$ cat src/sv/vn_pkg.sv
// Package: widths and pipeline record types for the vector normalize unit.
`timescale 1ns / 1ps
package vn_pkg;

  localparam int COMP_W     = 24;               // Q12.12 input component
  localparam int MAG_W      = COMP_W;           // magnitude holds 2^(COMP_W-1)
  localparam int SQ_W       = 2 * MAG_W;
  localparam int SUM_W      = SQ_W + 2;         // four squares, kept even
  localparam int SQRT_STEPS = SUM_W / 2;
  localparam int ROOT_W     = SQRT_STEPS;
  localparam int REM_W      = ROOT_W + 1;
  localparam int FRAC_SHIFT = 30;
  localparam int QUO_W      = FRAC_SHIFT + 1;   // quotient never exceeds 2^30
  localparam int DIV_STEPS  = QUO_W;
  localparam int OUT_W      = 32;
  localparam int LANES      = 4;

  typedef logic [MAG_W-1:0] mag_t;

  // state carried through the square root chain
  typedef struct packed {
    logic [REM_W-1:0]  rem;
    logic [ROOT_W-1:0] root;
    logic [SUM_W-1:0]  rad;
    mag_t [LANES-1:0]  mag;
    logic [LANES-1:0]  neg;
  } sqrt_t;

  // state carried through the divider chain, four lanes side by side
  typedef struct packed {
    logic [LANES-1:0][ROOT_W-1:0] rem;
    logic [LANES-1:0][QUO_W-1:0]  quo;
    logic [LANES-1:0]             nxt;
    logic [ROOT_W-1:0]            len;
    logic [LANES-1:0]             neg;
  } div_t;

endpackage

$ cat src/sv/vn_div_cell.sv
// One divider cell: resolves one quotient bit in each of the four lanes.
`timescale 1ns / 1ps
module vn_div_cell import vn_pkg::*; (
  input  logic clk_i,
  input  logic en_i,
  input  div_t cell_i,
  output div_t cell_o
);

  div_t cell_d, cell_q;
  logic [LANES-1:0][ROOT_W:0] rem_sh;

  always_comb begin
    cell_d     = cell_i;
    cell_d.nxt = '0;   // dividend bits below the first are zero
    for (int l = 0; l < LANES; l++) begin
      rem_sh[l] = {cell_i.rem[l], cell_i.nxt[l]};
      if (rem_sh[l] >= {1'b0, cell_i.len}) begin
        cell_d.rem[l] = ROOT_W'(rem_sh[l] - {1'b0, cell_i.len});
        cell_d.quo[l] = {cell_i.quo[l][QUO_W-2:0], 1'b1};
      end else begin
        cell_d.rem[l] = rem_sh[l][ROOT_W-1:0];
        cell_d.quo[l] = {cell_i.quo[l][QUO_W-2:0], 1'b0};
      end
    end
  end

  always_ff @(posedge clk_i) begin
    if (en_i) cell_q <= cell_d;
  end

  assign cell_o = cell_q;

endmodule

$ cat config.mk
export PLATFORM = sky130hd
export DESIGN_NAME = vn_div_cell
export DESIGN_NICKNAME = d
export VERILOG_FILES = /design/src/sv/vn_pkg.sv /design/src/sv/vn_div_cell.sv
export SDC_FILE = /design/constraint.sdc
export NUM_CORES = 1
export LEC_CHECK = 0
export BUFFER_PORTS_ARGS = -buffer_cell sky130_fd_sc_hd__buf_2
export CAP_MARGIN = 20
export CORE_AREA = 2 2 203 205
export CTS_CLUSTER_SIZE = 10
export DETAILED_ROUTE_END_ITERATION = 8
export DIE_AREA = 0 0 205 207
export PLACE_DENSITY_LB_ADDON = 0.25
export SETUP_SLACK_MARGIN = 0.3
export SYNTH_ARGS = -nofsm -noshare
export SYNTH_HDL_FRONTEND = slang
export SYNTH_SLANG_ARGS = --single-unit
export TNS_END_PERCENT = 50
$ cat constraint.sdc
create_clock -name clk_i -period 4 [get_ports clk_i]
set_input_delay 0.2 -clock clk_i [delete_from_list [all_inputs] [get_ports clk_i]]
set_output_delay 0.2 -clock clk_i [all_outputs]
set_load 0.005 [all_outputs]
After elaboration in Yosys (flattened, before gate mapping)
Cells that the tools add are included.
- magnitude comparators: 4
- muxes and demuxes: 8
- $add $sub $neg: 4
- operators by type and width (kind ; count):
    26-bit by 25-bit greater-or-equal comparator with 1-bit output ; 4
    25-bit two-way mux ; 4
    25-bit subtractor ; 4
    1-bit two-way mux ; 4
- bits in registers: 253
- input port bits: 259
- output and inout port bits: 257
- word-level logic and storage cells: 26

Longest topological paths before layout
- depth in word-level cells: 2
- depth in mapped cells: 14
- depth with buffers taken out: 13

Worst setup path after synthesis
OpenSTA, ideal clock, no wires.
- kind: input to register
- from: in cell_i[5] (netlist name)
- to: reg cell_q, in the netlist cell_o[176], data pin
- arrival time: 2723 ps
- stages: 12
- path slack: 1017 ps
- data required time: 3740 ps
- setup time: 260 ps
- cell sequence: inv_1 > fa_1 > a21oi_1 > o211ai_1 > a211oi_1 > nor4_1 > o21ba_2 > o21ai_2 > and2_1 > buf_4 > buf_4 > mux2_2
- RTL lines (what ; line ; source):
    start, declared ; vn_div_cell.sv:6 ; input div_t cell_i,
    end signal, assigned ; vn_div_cell.sv:29 ; if (en_i) cell_q <= cell_d;
    end, declared ; vn_div_cell.sv:10 ; div_t cell_d, cell_q;

==> run metrics <==
busiest layer in global routing=met2; Final Instance Area=around 21000 um^2; register area=between 7000 and 8000 um^2; M1 GR Usage=27.8%; die span in x=approximately 210 um; initial antenna violation count=7; fmax=a little under 300 MHz; IO Pins=about 520; routed length per instance=21.6 um; max_cap viols=0; LEAKAGE=roughly 9.1 nW; final setup fails=0; ys flop type=edfxtp_1; final std cells w/o fill=2458; CP Launch Type=primary input; final period utilization=between 80 and 90%; clk sinks=253; Mapped Area=~14000 um^2; DIE AREA=approximately 42000 um^2; Distinct cells, synth=80; worst hold margin=roughly 20 ps; Synth async-reset ratio=0%; hold path depth=2; beginning of the critical path=cell_i[9]; hold path start=cell_i[245]; crit path DAT=3750 ps; drt initial violations=610; hold crit path type=in -> reg; Core Footprint=40400 um^2; Area contributors post-synth=edfxtp_1, ha_1, mux2_2, xnor2_1, a21oi_1; critical path fanouts, max=21; unrepaired setup endpoints after global routing=no; Area after DPL=around 17000 um^2; Worst Hold Endpoint=cell_o[246]; Total GRT Usage=between 20% and 30%; Yosys warnings=0; Initial Utilization=a little over a third; Yosys reg bits=between 200 and 300; critical-path cell list=dlygate4sd3_1, buf_2, inv_1, ha_1, nand3_1, or4_1, or3_1, a21oi_2, nor4_2, o21ai_4, buf_12, mux2_2; M3 GR Usage=under 10%; most frequent cells in the layout=buf_2, edfxtp_1, dlygate4sd3_1; Layout area overhead=45.5%; Die Height=between 200 and 250 um; Final #Nets=about 2300; Hold Vio Cnt, Final=0; clk buf depth=3; gpl congestion=about 0.9; Largest register FFs=253; clk root buf=clkbuf_16; crit end category=register; TritonCTS Buffers=34; Post-Place Cells=around 2200; I/O Buffers=around 500; DPL Wire Length=around 40000 um; Setup TNS Final=0 ps; GR Layer Usage met2=slightly above 40%; FILL cells=roughly 3600; # rows=between 70 and 80; vias per inst=just over 5; final max-slew violation count=0; Synth area leader=edfxtp_1; drt total wl=53000 um; most common library cell in the layout ignoring fill and taps=buf_2; TritonCTS clock tree=yes; pwr dens=between 400 and 500 nW/um^2; Max-slew headroom=39.8%; first-pass GRT wire length=~75000 um; ratio of cells with drive above 1 in the final layout=a little over a third; Multi-input gate area=slightly above 6000 um^2; Synth top area share=a little over half; syn_area_per_cell=about 12 um^2; via count=12400; Clock transition at path regs=about 60 ps; GRT overflow=0; outcome=finished, final reports clean; Slowest-stage cell, CP=or4_1; largest net degree at the start of global routing=between 100 and 150; EDFF count, synth=approximately 250; path type of the worst setup path=in -> reg; TritonRoute pass-1 iters=5; Antenna Nets Post-Route=0; sequential share of the synthesized area=53.5%; minimum clock period=3470 ps; Peak VDD IR=about 0.29 mV; Tot Pwr=8.35 mW; Post-route DRC=0; Worst EP required=roughly 4300 ps; cells after synthesis=1153; H-Tree Depth=2; Slew @ Worst Pin=approximately 900 ps; vias in the first global route=12500; Slowest Stage Delay on Critical Path=between 500 and 600 ps
[worst max-delay path by stage]
stage / endpoint / slack (ps) / depth (start not counted)
after floorplan: cell_o[176] / 1020 / 12
after global placement: cell_o[201] / 460 / 11
after detailed placement: cell_o[158] / 430 / 12
after CTS: cell_o[201] / 420 / 12
after global routing: cell_o[253] / 370 / 13
final: cell_o[234] / 530 / 12
[power by group]
part / total [mW] / internal, mW / switching, mW / leakage, nW
Clock: 2.94 / 1.79 / 1.16 / 0.510
Sequential: 3.38 / 3.29 / 0.0842 / 2.48
Combinational: 2.03 / 0.984 / 1.04 / 6.08
[worst max-delay path, delay by kind of cell]
family | cells | cell delay (ps)
and+or+nand+nor | 4 | 1120
buffers and inverters | 4 | 1230
AOI/OAI and AO/OA | 2 | 480
adders and majority gates | 1 | 340
muxes | 1 | 350
[final cells by class]
class,instances,area share [%]
antenna,4,0.0485
clock buffer,43,4.39
clock inverter,11,0.733
inverter,76,1.40
multi-input combinational,795,29.6
sequential,253,36.8
tap,532,3.22
timing repair buffer,744,23.9
[layer usage]
layer,vias to the layer above,share of wire [%]
met2,494,49
met4,6,5.3
met5,-,0.081
li1,5884,-
met3,114,6.5
met1,5876,39
[synthesized netlist by cell type (all sizes together) (6+ instances only)]
library cell  number
a211oi            10
a21o              41
a21oi             90
a31oi             12
and3               8
buf               20
clkbuf            12
edfxtp           253
ha               100
inv               76
mux2              73
mux2i              6
nand2             52
nand2b             9
nand3             31
nand4             20
nor2              73
nor2b              7
nor3              16
nor4               6
o211ai             7
o21a               8
o21ai             55
o21bai             9
xnor2             53
xor2              28
[through the flow]
stage | util (%) | setup slack, ps
floorplan | - | 1020
finish | 51.1 | 529
detailed placement | 43.0 | 432
CTS | 51.0 | 422
global route | 51.1 | 375
global placement | 43.0 | 456
[kinds of logic after synthesis]
group	count (synthesis)	share of synthesized area, %
xor gates and xnor gates	81	5.00
muxes	79	6.69
DFF	253	53.5
and+or+nand+nor	244	8.46
AOI/OAI and AO/OA	283	13.3
other	1	0.0264
buffers and inverters	108	3.55
adders and majority gates	104	9.38
[timing repair]
action,CTS,global route
buffers inserted,0,4
setup endpoints to repair,0,27
hold buffers,214,0
endpoints found under the hold margin,214,0
gates resized for setup,0,3
(Power assumes the default switching activity.)
