File: config.mk
export PLATFORM = sky130hd
export DESIGN_NAME = vn_sqrt_cell
export DESIGN_NICKNAME = d
export VERILOG_FILES = /design/src/sv/vn_pkg.sv /design/src/sv/vn_sqrt_cell.sv
export SDC_FILE = /design/constraint.sdc
export NUM_CORES = 1
export LEC_CHECK = 0
export BUFFER_PORTS_ARGS = -buffer_cell sky130_fd_sc_hd__buf_2
export CORE_AREA = 2 2 156 158
export DETAILED_ROUTE_END_ITERATION = 12
export DIE_AREA = 0 0 158 160
export HOLD_SLACK_MARGIN = 0.06
export SYNTH_ARGS = -nofsm -noshare
export SYNTH_HDL_FRONTEND = slang
export SYNTH_SLANG_ARGS = --single-unit
File: constraint.sdc
create_clock -name clk_i -period 3.79 [get_ports clk_i]
set_input_delay 0.1895 -clock clk_i [delete_from_list [all_inputs] [get_ports clk_i]]
set_output_delay 0.1895 -clock clk_i [all_outputs]
set_load 0.02 [all_outputs]
File: src/sv/vn_pkg.sv
// Package: widths and pipeline record types for the vector normalize unit.
`timescale 1ns / 1ps
package vn_pkg;

  localparam int COMP_W     = 24;               // Q12.12 input component
  localparam int MAG_W      = COMP_W;           // magnitude holds 2^(COMP_W-1)
  localparam int SQ_W       = 2 * MAG_W;
  localparam int SUM_W      = SQ_W + 2;         // four squares, kept even
  localparam int SQRT_STEPS = SUM_W / 2;
  localparam int ROOT_W     = SQRT_STEPS;
  localparam int REM_W      = ROOT_W + 1;
  localparam int FRAC_SHIFT = 30;
  localparam int QUO_W      = FRAC_SHIFT + 1;   // quotient never exceeds 2^30
  localparam int DIV_STEPS  = QUO_W;
  localparam int OUT_W      = 32;
  localparam int LANES      = 4;

  typedef logic [MAG_W-1:0] mag_t;

  // state carried through the square root chain
  typedef struct packed {
    logic [REM_W-1:0]  rem;
    logic [ROOT_W-1:0] root;
    logic [SUM_W-1:0]  rad;
    mag_t [LANES-1:0]  mag;
    logic [LANES-1:0]  neg;
  } sqrt_t;

  // state carried through the divider chain, four lanes side by side
  typedef struct packed {
    logic [LANES-1:0][ROOT_W-1:0] rem;
    logic [LANES-1:0][QUO_W-1:0]  quo;
    logic [LANES-1:0]             nxt;
    logic [ROOT_W-1:0]            len;
    logic [LANES-1:0]             neg;
  } div_t;

endpackage

File: src/sv/vn_sqrt_cell.sv
// One square root cell: resolves one root bit from two radicand bits.
`timescale 1ns / 1ps
module vn_sqrt_cell import vn_pkg::*; (
  input  logic  clk_i,
  input  logic  en_i,
  input  sqrt_t cell_i,
  output sqrt_t cell_o
);

  sqrt_t                 cell_d, cell_q;
  logic [REM_W+1:0]      rem_sh;
  logic [ROOT_W+1:0]     trial;

  always_comb begin
    rem_sh = {cell_i.rem, cell_i.rad[SUM_W-1 -: 2]};
    trial  = {cell_i.root, 2'b01};
    cell_d = cell_i;
    cell_d.rad = {cell_i.rad[SUM_W-3:0], 2'b00};
    if ({1'b0, rem_sh} >= {1'b0, trial}) begin
      cell_d.rem  = REM_W'(rem_sh - (REM_W+2)'(trial));
      cell_d.root = {cell_i.root[ROOT_W-2:0], 1'b1};
    end else begin
      cell_d.rem  = rem_sh[REM_W-1:0];
      cell_d.root = {cell_i.root[ROOT_W-2:0], 1'b0};
    end
  end

  always_ff @(posedge clk_i) begin
    if (en_i) cell_q <= cell_d;
  end

  assign cell_o = cell_q;

endmodule

; Word-level counts from Yosys, hierarchy flattened
; Cells that the tools add are included.
[op_classes]
n_addsub = 1
magnitude_cmp = 1
n_mux = 1
[op_table]
columns = cell, count
row1 = $mux 51, 1
row2 = $ge 28x27->1, 1
row3 = $sub 26x26->26, 1
[word_totals]
wordCells = 11
out_inout_bits = 201
inputBits = 203
ff_bits = 199

; Longest topological paths before layout
; Gate-level depths: netlist (run 1).
[logic_depth]
depth_word = 2
mapped_depth = 12
mapped_depth_nobuf = 11

; Least setup slack after synthesis (run 1)
; Ideal clock, no wire load.
[synth_path]
path_kind = input-to-reg
start = input cell_i[150] (netlist name)
end = register cell_q (netlist bit cell_o[194]), data pin
path_slack_ns = 0.904
setup_time_ns = 0.260
t_required_ns = 3.530
path_stages = 12
n_path_buf = 1
arrival_ns = 2.626
path_cell_list = inv_1 > ha_1 > nor2b_1 > o21ai_0 > nand2b_1 > a21oi_2 > o21ai_1 > a211oi_2 > a21oi_1 > a41oi_4 > buf_4 > mux2_2
[synth_rtl]
columns = item, line
row1 = start: declaration, vn_sqrt_cell.sv:6  ; input sqrt_t cell_i,
row2 = end signal: assignment, vn_sqrt_cell.sv:29  ; if (en_i) cell_q <= cell_d;
row3 = end: declaration, vn_sqrt_cell.sv:10  ; sqrt_t cell_d, cell_q;

==> results.ini, run 1 <==
[placement]
portBuffers = 401
dpl_cell_area_um2 = 10200
place.gp.congestion = 0.809
dp.cells = 1164
place_ws_ns = 0.561
hpwl_um = 18200

[clock_tree]
cts-htree-levels = 4
cts_setup_buffers = 0
cts-buffers-inserted = 17
clk_pin_slew_ns = 0.08
clock-sinks = 199
tritoncts = built
clk_path_buf_depth = 2
clock-root-buffer = clkbuf_16

[sta]
max_freq_mhz = 303
rsz0062_at_grt = no
tns_ns = 0
final-setup-viol-count = 0
slew_violations = 0
holdWs_ns = 0.0813
hold_viol_final = 0
timing.slew.headroom = 0.553
worst_slack_ns = 0.490
worst_slew_pin_slew_ns = 0.671
layout_worst_path_cycle_share = 0.871
fin_crit_ns = 3.30

[synth]
syn_area_um2 = 7760
synth.distinct_cells = 53
synth-main-ff-cell = edfxtp_1
syn_inst = 441
synth_seq_cells = 199
synth_edf_count = 199
async_flop_share = 0
yosysSeqAreaShare = 0.770
avgSynthCellArea_um2 = 17.6
yosys_warnings = 0

[die]
die_area_um2 = 25300
rows = 57
start_util = 0.326
coreArea_um2 = 23800
die_w_um = 158
die_h_um = 160
io_pins = 404

[pwr]
power_mw = 5.67
power_density_nw_per_um2 = 452
ir_worst_vdd_mv = 0.254
power.leakage_nw = 5.40

[global_route]
track_usage = 0.200
grt_antenna_before_repair = 3
grt_max_degree = 87
grt_pass1_vias = 6277
grt_pass1_wl_um = 36900
overflow = 0

[detailed_routing]
vias_per_cell = 4.50
num_vias = 6162
wl_um = 26200
drc = 0
drt_iter0_markers = 430
wl_per_cell_um = 19.1
drt-pass1-iter-count = 4
antenna_left = 0

[critical_path]
critPathMaxFanout = 17
crit_required_ns = 3.97
crit_chain = dlygate4sd3_1, buf_2, inv_1, ha_1, nor2b_1, o21ai_0, nand2b_1, a21oi_2, o21ai_1, a211oi_2, a21oi_1, a41oi_4, buf_4, mux2_2
path_class = primary input to flop
cp-start-kind = primary input
cpMaxStageDelayCell = dlygate4sd3_1
slowest_delay_ns = 0.51
arrival_ns = 3.48
worst_setup_path_end_kind = flop

[run]
max_cap_violations = 0

[worst_hold_path]
min_path_type = primary input to flop

[cells_and_area]
final_cells = 1370
largest_reg_flops = 199
final_util = 0.526
nets = 1262
area_delta_synth_final_pct = 61.4
drive_gt1_frac = 0.450
final_area_um2 = 12500

[outcome]
outcome = completed

[layer usage]
metal	share of wire	up-vias	routed length [µm]	track usage
met5	0.00050	-	13	0
met4	0.049	2	1280	0.108
met3	0.063	61	1640	0.0453
met2	0.51	254	13400	0.354
met1	0.38	2958	9840	0.220
li1	-	2887	-	-
[report_power, final]
group	switching (mW)	internal, mW	leakage, nW
logic	0.649	0.473	3.16
registers	0.0531	2.65	1.95
clock network	0.940	0.901	0.292
total	1.64	4.02	5.40
[logic make-up (layout without fill, tap and decap cells)]
| family | count (synthesis) | count (layout) | share of synthesized area |
|---|---|---|---|
| DFF | 199 | 199 | 0.770 |
| xor gates and xnor gates | 19 | 19 | 0.0214 |
| adders and majority gates | 27 | 27 | 0.0435 |
| other | 1 | 4 | 0.000483 |
| muxes | 26 | 26 | 0.0372 |
| AOI/OAI and AO/OA | 72 | 72 | 0.0680 |
| buffers and inverters | 40 | 642 | 0.0219 |
| and+or+nand+nor | 57 | 57 | 0.0377 |
[synthesized netlist by cell type, types with 5 or more instances]
library cell	n	area, µm²
buf_4	5	37.5
ha_1	27	338
inv_1	33	124
nor2_1	16	60.1
xnor2_1	13	114
o21ai_0	10	50.1
edfxtp_1	199	5980
xor2_1	6	52.6
nor3_1	5	25.0
nand2_1	13	48.8
mux2_2	23	259
a21o_1	7	52.6
a21oi_1	22	110
[critical path: cells and delay by family]
kind | cells | cell delay (ns)
adder cells (fa/ha/maj) | 1 | 0.35
AND/OR/NAND/NOR | 2 | 0.29
AO/OA/AOI/OAI | 6 | 1.30
multiplexers | 1 | 0.38
buffers and inverters | 4 | 0.95
[path summary, 6_finish.rpt]
| check | start | endpoint | slack [ns] | cells past startpoint |
|---|---|---|---|---|
| max | cell_i[150] | cell_o[194] | 0.49 | 14 |
| min | cell_i[175] | cell_o[177] | 0.08 | 2 |
[what timing repair did]
item,in CTS,in global routing
resized for setup,0,0
hold buffers,173,0
hold endpoints to repair,173,0
[cell usage in the layout (no fill, tap or decap), types with 5 or more instances in the layout]
master / Yosys / final
mux2_2: 23 / 23
nor3_1: 5 / 5
inv_1: 33 / 33
a21oi_1: 22 / 22
a21o_1: 7 / 7
clkbuf_16: 0 / 17
clkinv_8: 0 / 6
xnor2_1: 13 / 13
nor2_1: 16 / 16
dlygate4sd3_1: 0 / 173
edfxtp_1: 199 / 199
xor2_1: 6 / 6
buf_2: 1 / 400
o21ai_0: 10 / 10
ha_1: 27 / 27
inv_6: 0 / 5
nand2_1: 13 / 13
[final cells by class]
| cell class | count | area, µm² |
|---|---|---|
| sequential | 199 | 5980 |
| multi-input combinational | 203 | 1620 |
| inverter | 33 | 124 |
| fill | 2027 | 11300 |
| tap | 324 | 405 |
| clock buffer | 17 | 425 |
| timing repair buffer | 578 | 3790 |
| clock inverter | 14 | 183 |
| antenna | 2 | 5.00 |
No activity file was read; power rests on OpenSTA's default activity.
==> inputs of run 2 (changes only) <==
MAX_ROUTING_LAYER = met4   (was default)
==> run 2 against run 1 <==
  * Non-clock buffer count stayed put
  * Setup slack better by 0.0010 ns
  * Critical endpoint unchanged
  * Critical path depth stayed put
  * Highest routed layer is now met4
  * Via count is 0.18% lower
  * Total power hardly changed
  * Count of clock-buffer cells in the layout stayed put
  * Hold slack better by 0.0043 ns
  * Critical path type unchanged
  * Fmax hardly changed
==> results.ini, run 2 (synthesized netlist as in run 1, its figures left out) <==
[outcome]
outcome = completed

[die]
rows = 57
die_h_um = 160
start_util = 0.326
io_pins = 404
die_w_um = 158
die_area_um2 = 25300
coreArea_um2 = 23800

[detailed_routing]
vias_per_cell = 4.48
num_vias = 6151
wl_um = 26200
drt_iter0_markers = 466
wl_per_cell_um = 19.1
drt-pass1-iter-count = 4
drc = 0
antenna_left = 0

[cells_and_area]
largest_reg_flops = 199
area_delta_synth_final_pct = 61.5
final_cells = 1372
nets = 1262
drive_gt1_frac = 0.450
final_common_cell = buf_2
final_cell_mix = buf_2, edfxtp_1, dlygate4sd3_1, inv_1, ha_1

[clock_tree]
tritoncts = built
cts-htree-levels = 4
clk_path_buf_depth = 2
cts-buffers-inserted = 17
clock-root-buffer = clkbuf_16
clock-sinks = 199
clk_pin_slew_ns = 0.08

[critical_path]
slowest_delay_ns = 0.51
crit_required_ns = 3.96
critPathMaxFanout = 17
crit_chain = dlygate4sd3_1, buf_2, inv_1, ha_1, nor2b_1, o21ai_0, nand2b_1, a21oi_2, o21ai_1, a211oi_2, a21oi_1, a41oi_4, buf_4, mux2_2
arrival_ns = 3.47
cp-start-kind = primary input
critPathTopFamily = compound AO/OA/AOI/OAI gates
path_class = primary input to flop
worst_setup_path_end_kind = flop
crit_buf_inv = 4
cpMaxStageDelayCell = dlygate4sd3_1

[worst_hold_path]
min_path_type = primary input to flop

[sta]
max_freq_mhz = 303
tns_ns = 0
layout_worst_path_cycle_share = 0.870
final-setup-viol-count = 0
worst_slew_pin_slew_ns = 0.676
hold_viol_final = 0
slew_violations = 0
holdWs_ns = 0.0856
fin_crit_ns = 3.30
timing.slew.headroom = 0.549
rsz0062_at_grt = no

[placement]
portBuffers = 401
hpwl_um = 18200
place.gp.congestion = 0.821
dp.cells = 1164

[pwr]
ir_worst_vdd_mv = 0.258
power.leakage_nw = 5.40
power_density_nw_per_um2 = 452

[global_route]
track_usage = 0.206
grt_max_degree = 87
grt_pass1_vias = 6283
grt_antenna_before_repair = 4
grt_pass1_wl_um = 36900
overflow = 0

[run]
max_cap_violations = 0

==> run 2: layer usage <==
layer  GRT usage  wire [µm]
met5           -          0
met4       0.114       1260
met3      0.0437       1430
met2       0.352      13400
met1       0.222      10100
==> run 2: stage by stage <==
stage          total power [mW]  area (µm²)   util  setup WS, ns
2_1_floorplan              3.29        7770      -         0.904
3_3_place_gp               3.71       10200  0.428         0.674
3_5_place_dp               3.72       10200  0.428         0.561
4_1_cts                    5.72       12500  0.526         0.480
5_1_grt                    5.89       12500  0.526         0.309
6_report                   5.67       12500  0.526         0.491
==> run 2: timing repair <==
action,CTS,global route
hold endpoints to repair,173,0
hold buffers,173,0
setup buffers,0,0
gates resized for setup,0,0
==> run 2: worst paths after layout <==
check	slack (ns)	startpoint	end	cells past startpoint
setup / recovery	0.49	cell_i[150]	cell_o[194]	14
hold / removal	0.09	cell_i[180]	cell_o[182]	2
==> run 2: layout make-up <==
cell class / instances / area (µm²)
Clock inverter: 14 / 183
Sequential cell: 199 / 5980
Multi-Input combinational cell: 203 / 1620
Tap cell: 324 / 405
Fill cell: 2024 / 11300
Inverter: 33 / 124
Antenna cell: 4 / 10.0
Clock buffer: 17 / 425
Timing Repair Buffer: 578 / 3790
==> run 2: where the power goes <==
group	leakage, nW	switching (mW)	total [mW]	internal [mW]
Combinational	3.16	0.650	1.12	0.473
Clock	0.292	0.942	1.84	0.901
Sequential	1.95	0.0525	2.70	2.65
Total	5.40	1.64	5.67	4.02
==> inputs of run 3 (changes only) <==
CORE_AREA = 2 2 159 161   (was 2 2 156 158)
DIE_AREA = 0 0 161 163   (was 0 0 158 160)
==> run 3 against run 2 <==
  * Setup slack worse by 0.042 ns
  * Critical path type unchanged
  * Via count is 0.54% higher
  * Sequential power is essentially flat
  * Non-clock buffer count increased by 3
  * Critical path depth stayed put
  * Cell count rose by 0.73%
  * Total power rose by 0.41%
  * Utilization decreased by 1.7 points
  * Die area increased by 3.8%
  * Design area is 0.27% higher
==> results.ini, run 3 (synthesized netlist as in run 1, its figures left out) <==
[detailed_routing]
drt_iter0_markers = 406
antenna_left = 0
wl_um = 26400
wl_per_cell_um = 19.1
num_vias = 6184
drt-pass1-iter-count = 6
vias_per_cell = 4.47
drc = 0

[pwr]
switching_share = 0.292
p_seq_frac = 0.475
combPwrFrac = 0.198
power_switching_mw = 1.66
power_density_nw_per_um2 = 453
ir_worst_vdd_mv = 0.281
power.internal_mw = 4.03
pwr-share-clk = 0.328
power.leakage_nw = 5.41
power_mw = 5.69

[global_route]
grt_pass1_vias = 6327
grt_pass1_wl_um = 37600
grt_antenna_before_repair = 3
track_usage = 0.198
overflow = 0
grt_max_degree = 78

[cells_and_area]
nets = 1265
final_area_um2 = 12600
final_cell_mix = buf_2, edfxtp_1, dlygate4sd3_1, inv_1, ha_1
final_common_cell = buf_2
largest_reg_flops = 199
drive_gt1_frac = 0.448
area_delta_synth_final_pct = 61.9
final_util = 0.509

[die]
rows = 58
io_pins = 404
coreArea_um2 = 24700
die_h_um = 163
die_area_um2 = 26200
start_util = 0.315
die_w_um = 161

[sta]
fin_crit_ns = 3.34
rsz0062_at_grt = no
holdWs_ns = 0.0879
final-setup-viol-count = 0
timing.slew.headroom = 0.548
layout_worst_path_cycle_share = 0.882
slew_violations = 0
worst_slew_pin_slew_ns = 0.678
tns_ns = 0
max_freq_mhz = 299
hold_viol_final = 0

[clock_tree]
cts-buffers-inserted = 17
cts.repair.resized = 0
clock-sinks = 199
cts-htree-levels = 4
clock-root-buffer = clkbuf_16
clk_path_buf_depth = 2
tritoncts = built
clk_pin_slew_ns = 0.09

[critical_path]
path_class = primary input to flop
worst_setup_path_end_kind = flop
cp-start-kind = primary input
crit_required_ns = 3.97
arrival_ns = 3.53
critPathMaxFanout = 20

[outcome]
outcome = completed

[placement]
place.gp.congestion = 0.819
portBuffers = 401
dpl_cell_area_um2 = 10200
hpwl_um = 18300

[worst_hold_path]
min_path_type = primary input to flop

[run]
max_cap_violations = 0

## run 3: cell count changes in the layout (fill, tap and decap cells not counted), sizes merged
| cell | change |
|---|---|
| inv | +2 |
| clkbuf | +1 |
| dlygate4sd3 | +3 |
| clkinv | -2 |
## run 3: routing by layer
layer / GRT usage / wire (µm) / share of wire
met1: 0.219 / 10200 / 0.38
met2: 0.339 / 13700 / 0.52
met3: 0.0479 / 1490 / 0.056
met4: 0.0917 / 1080 / 0.041
met5: - / 0 / 0
## run 3: worst max-delay path, cell delays in order
cell and delay [ns]:
dlygate4sd3_1 0.52, buf_2 0.10, inv_1 0.04, ha_1 0.35, nor2b_1 0.15, o21ai_0 0.15, nand2b_1 0.13, a21oi_2 0.23
o21ai_1 0.21, a211oi_2 0.33, a21oi_1 0.15, a41oi_4 0.24, buf_4 0.33, mux2_2 0.38
## run 3: repair_timing
| action | CTS | global route |
|---|---|---|
| hold buffers | 176 | 0 |
| buffers inserted | 0 | 0 |
| endpoints found under the hold margin | 176 | 0 |
## run 3: path summary, 6_finish.rpt
| check | from | endpoint | slack (ns) | cells past startpoint |
|---|---|---|---|---|
| min | cell_i[182] | cell_o[184] | 0.09 | 2 |
| max | cell_i[150] | cell_o[191] | 0.45 | 14 |
## run 3: layout make-up
class,count,area [µm²]
multi-input cells,203,1620
clock inverters,14,175
clock buffers,18,429
well taps,330,413
inverters,33,124
diodes,4,10.0
repair buffers,581,3820
flip-flops and latches,199,5980
fillers,2106,12100
## run 3: power groups by stage
stage               logic, mW  registers [mW]  clock network [mW]
finish                   1.12            2.70                1.86
detailed placement      0.973            2.75                   0
CTS                      1.13            2.70                1.92
global route             1.20            2.72                1.99
floorplan               0.275            3.01                   0
global placement        0.961            2.75                   0
## run 3: per-stage QoR
step / worst slack, ns / cells
2_1_floorplan: 0.904 / 442
3_3_place_gp: 0.593 / 1170
3_5_place_dp: 0.486 / 1170
4_1_cts: 0.417 / 1378
5_1_grt: 0.258 / 1381
6_report: 0.448 / 1382
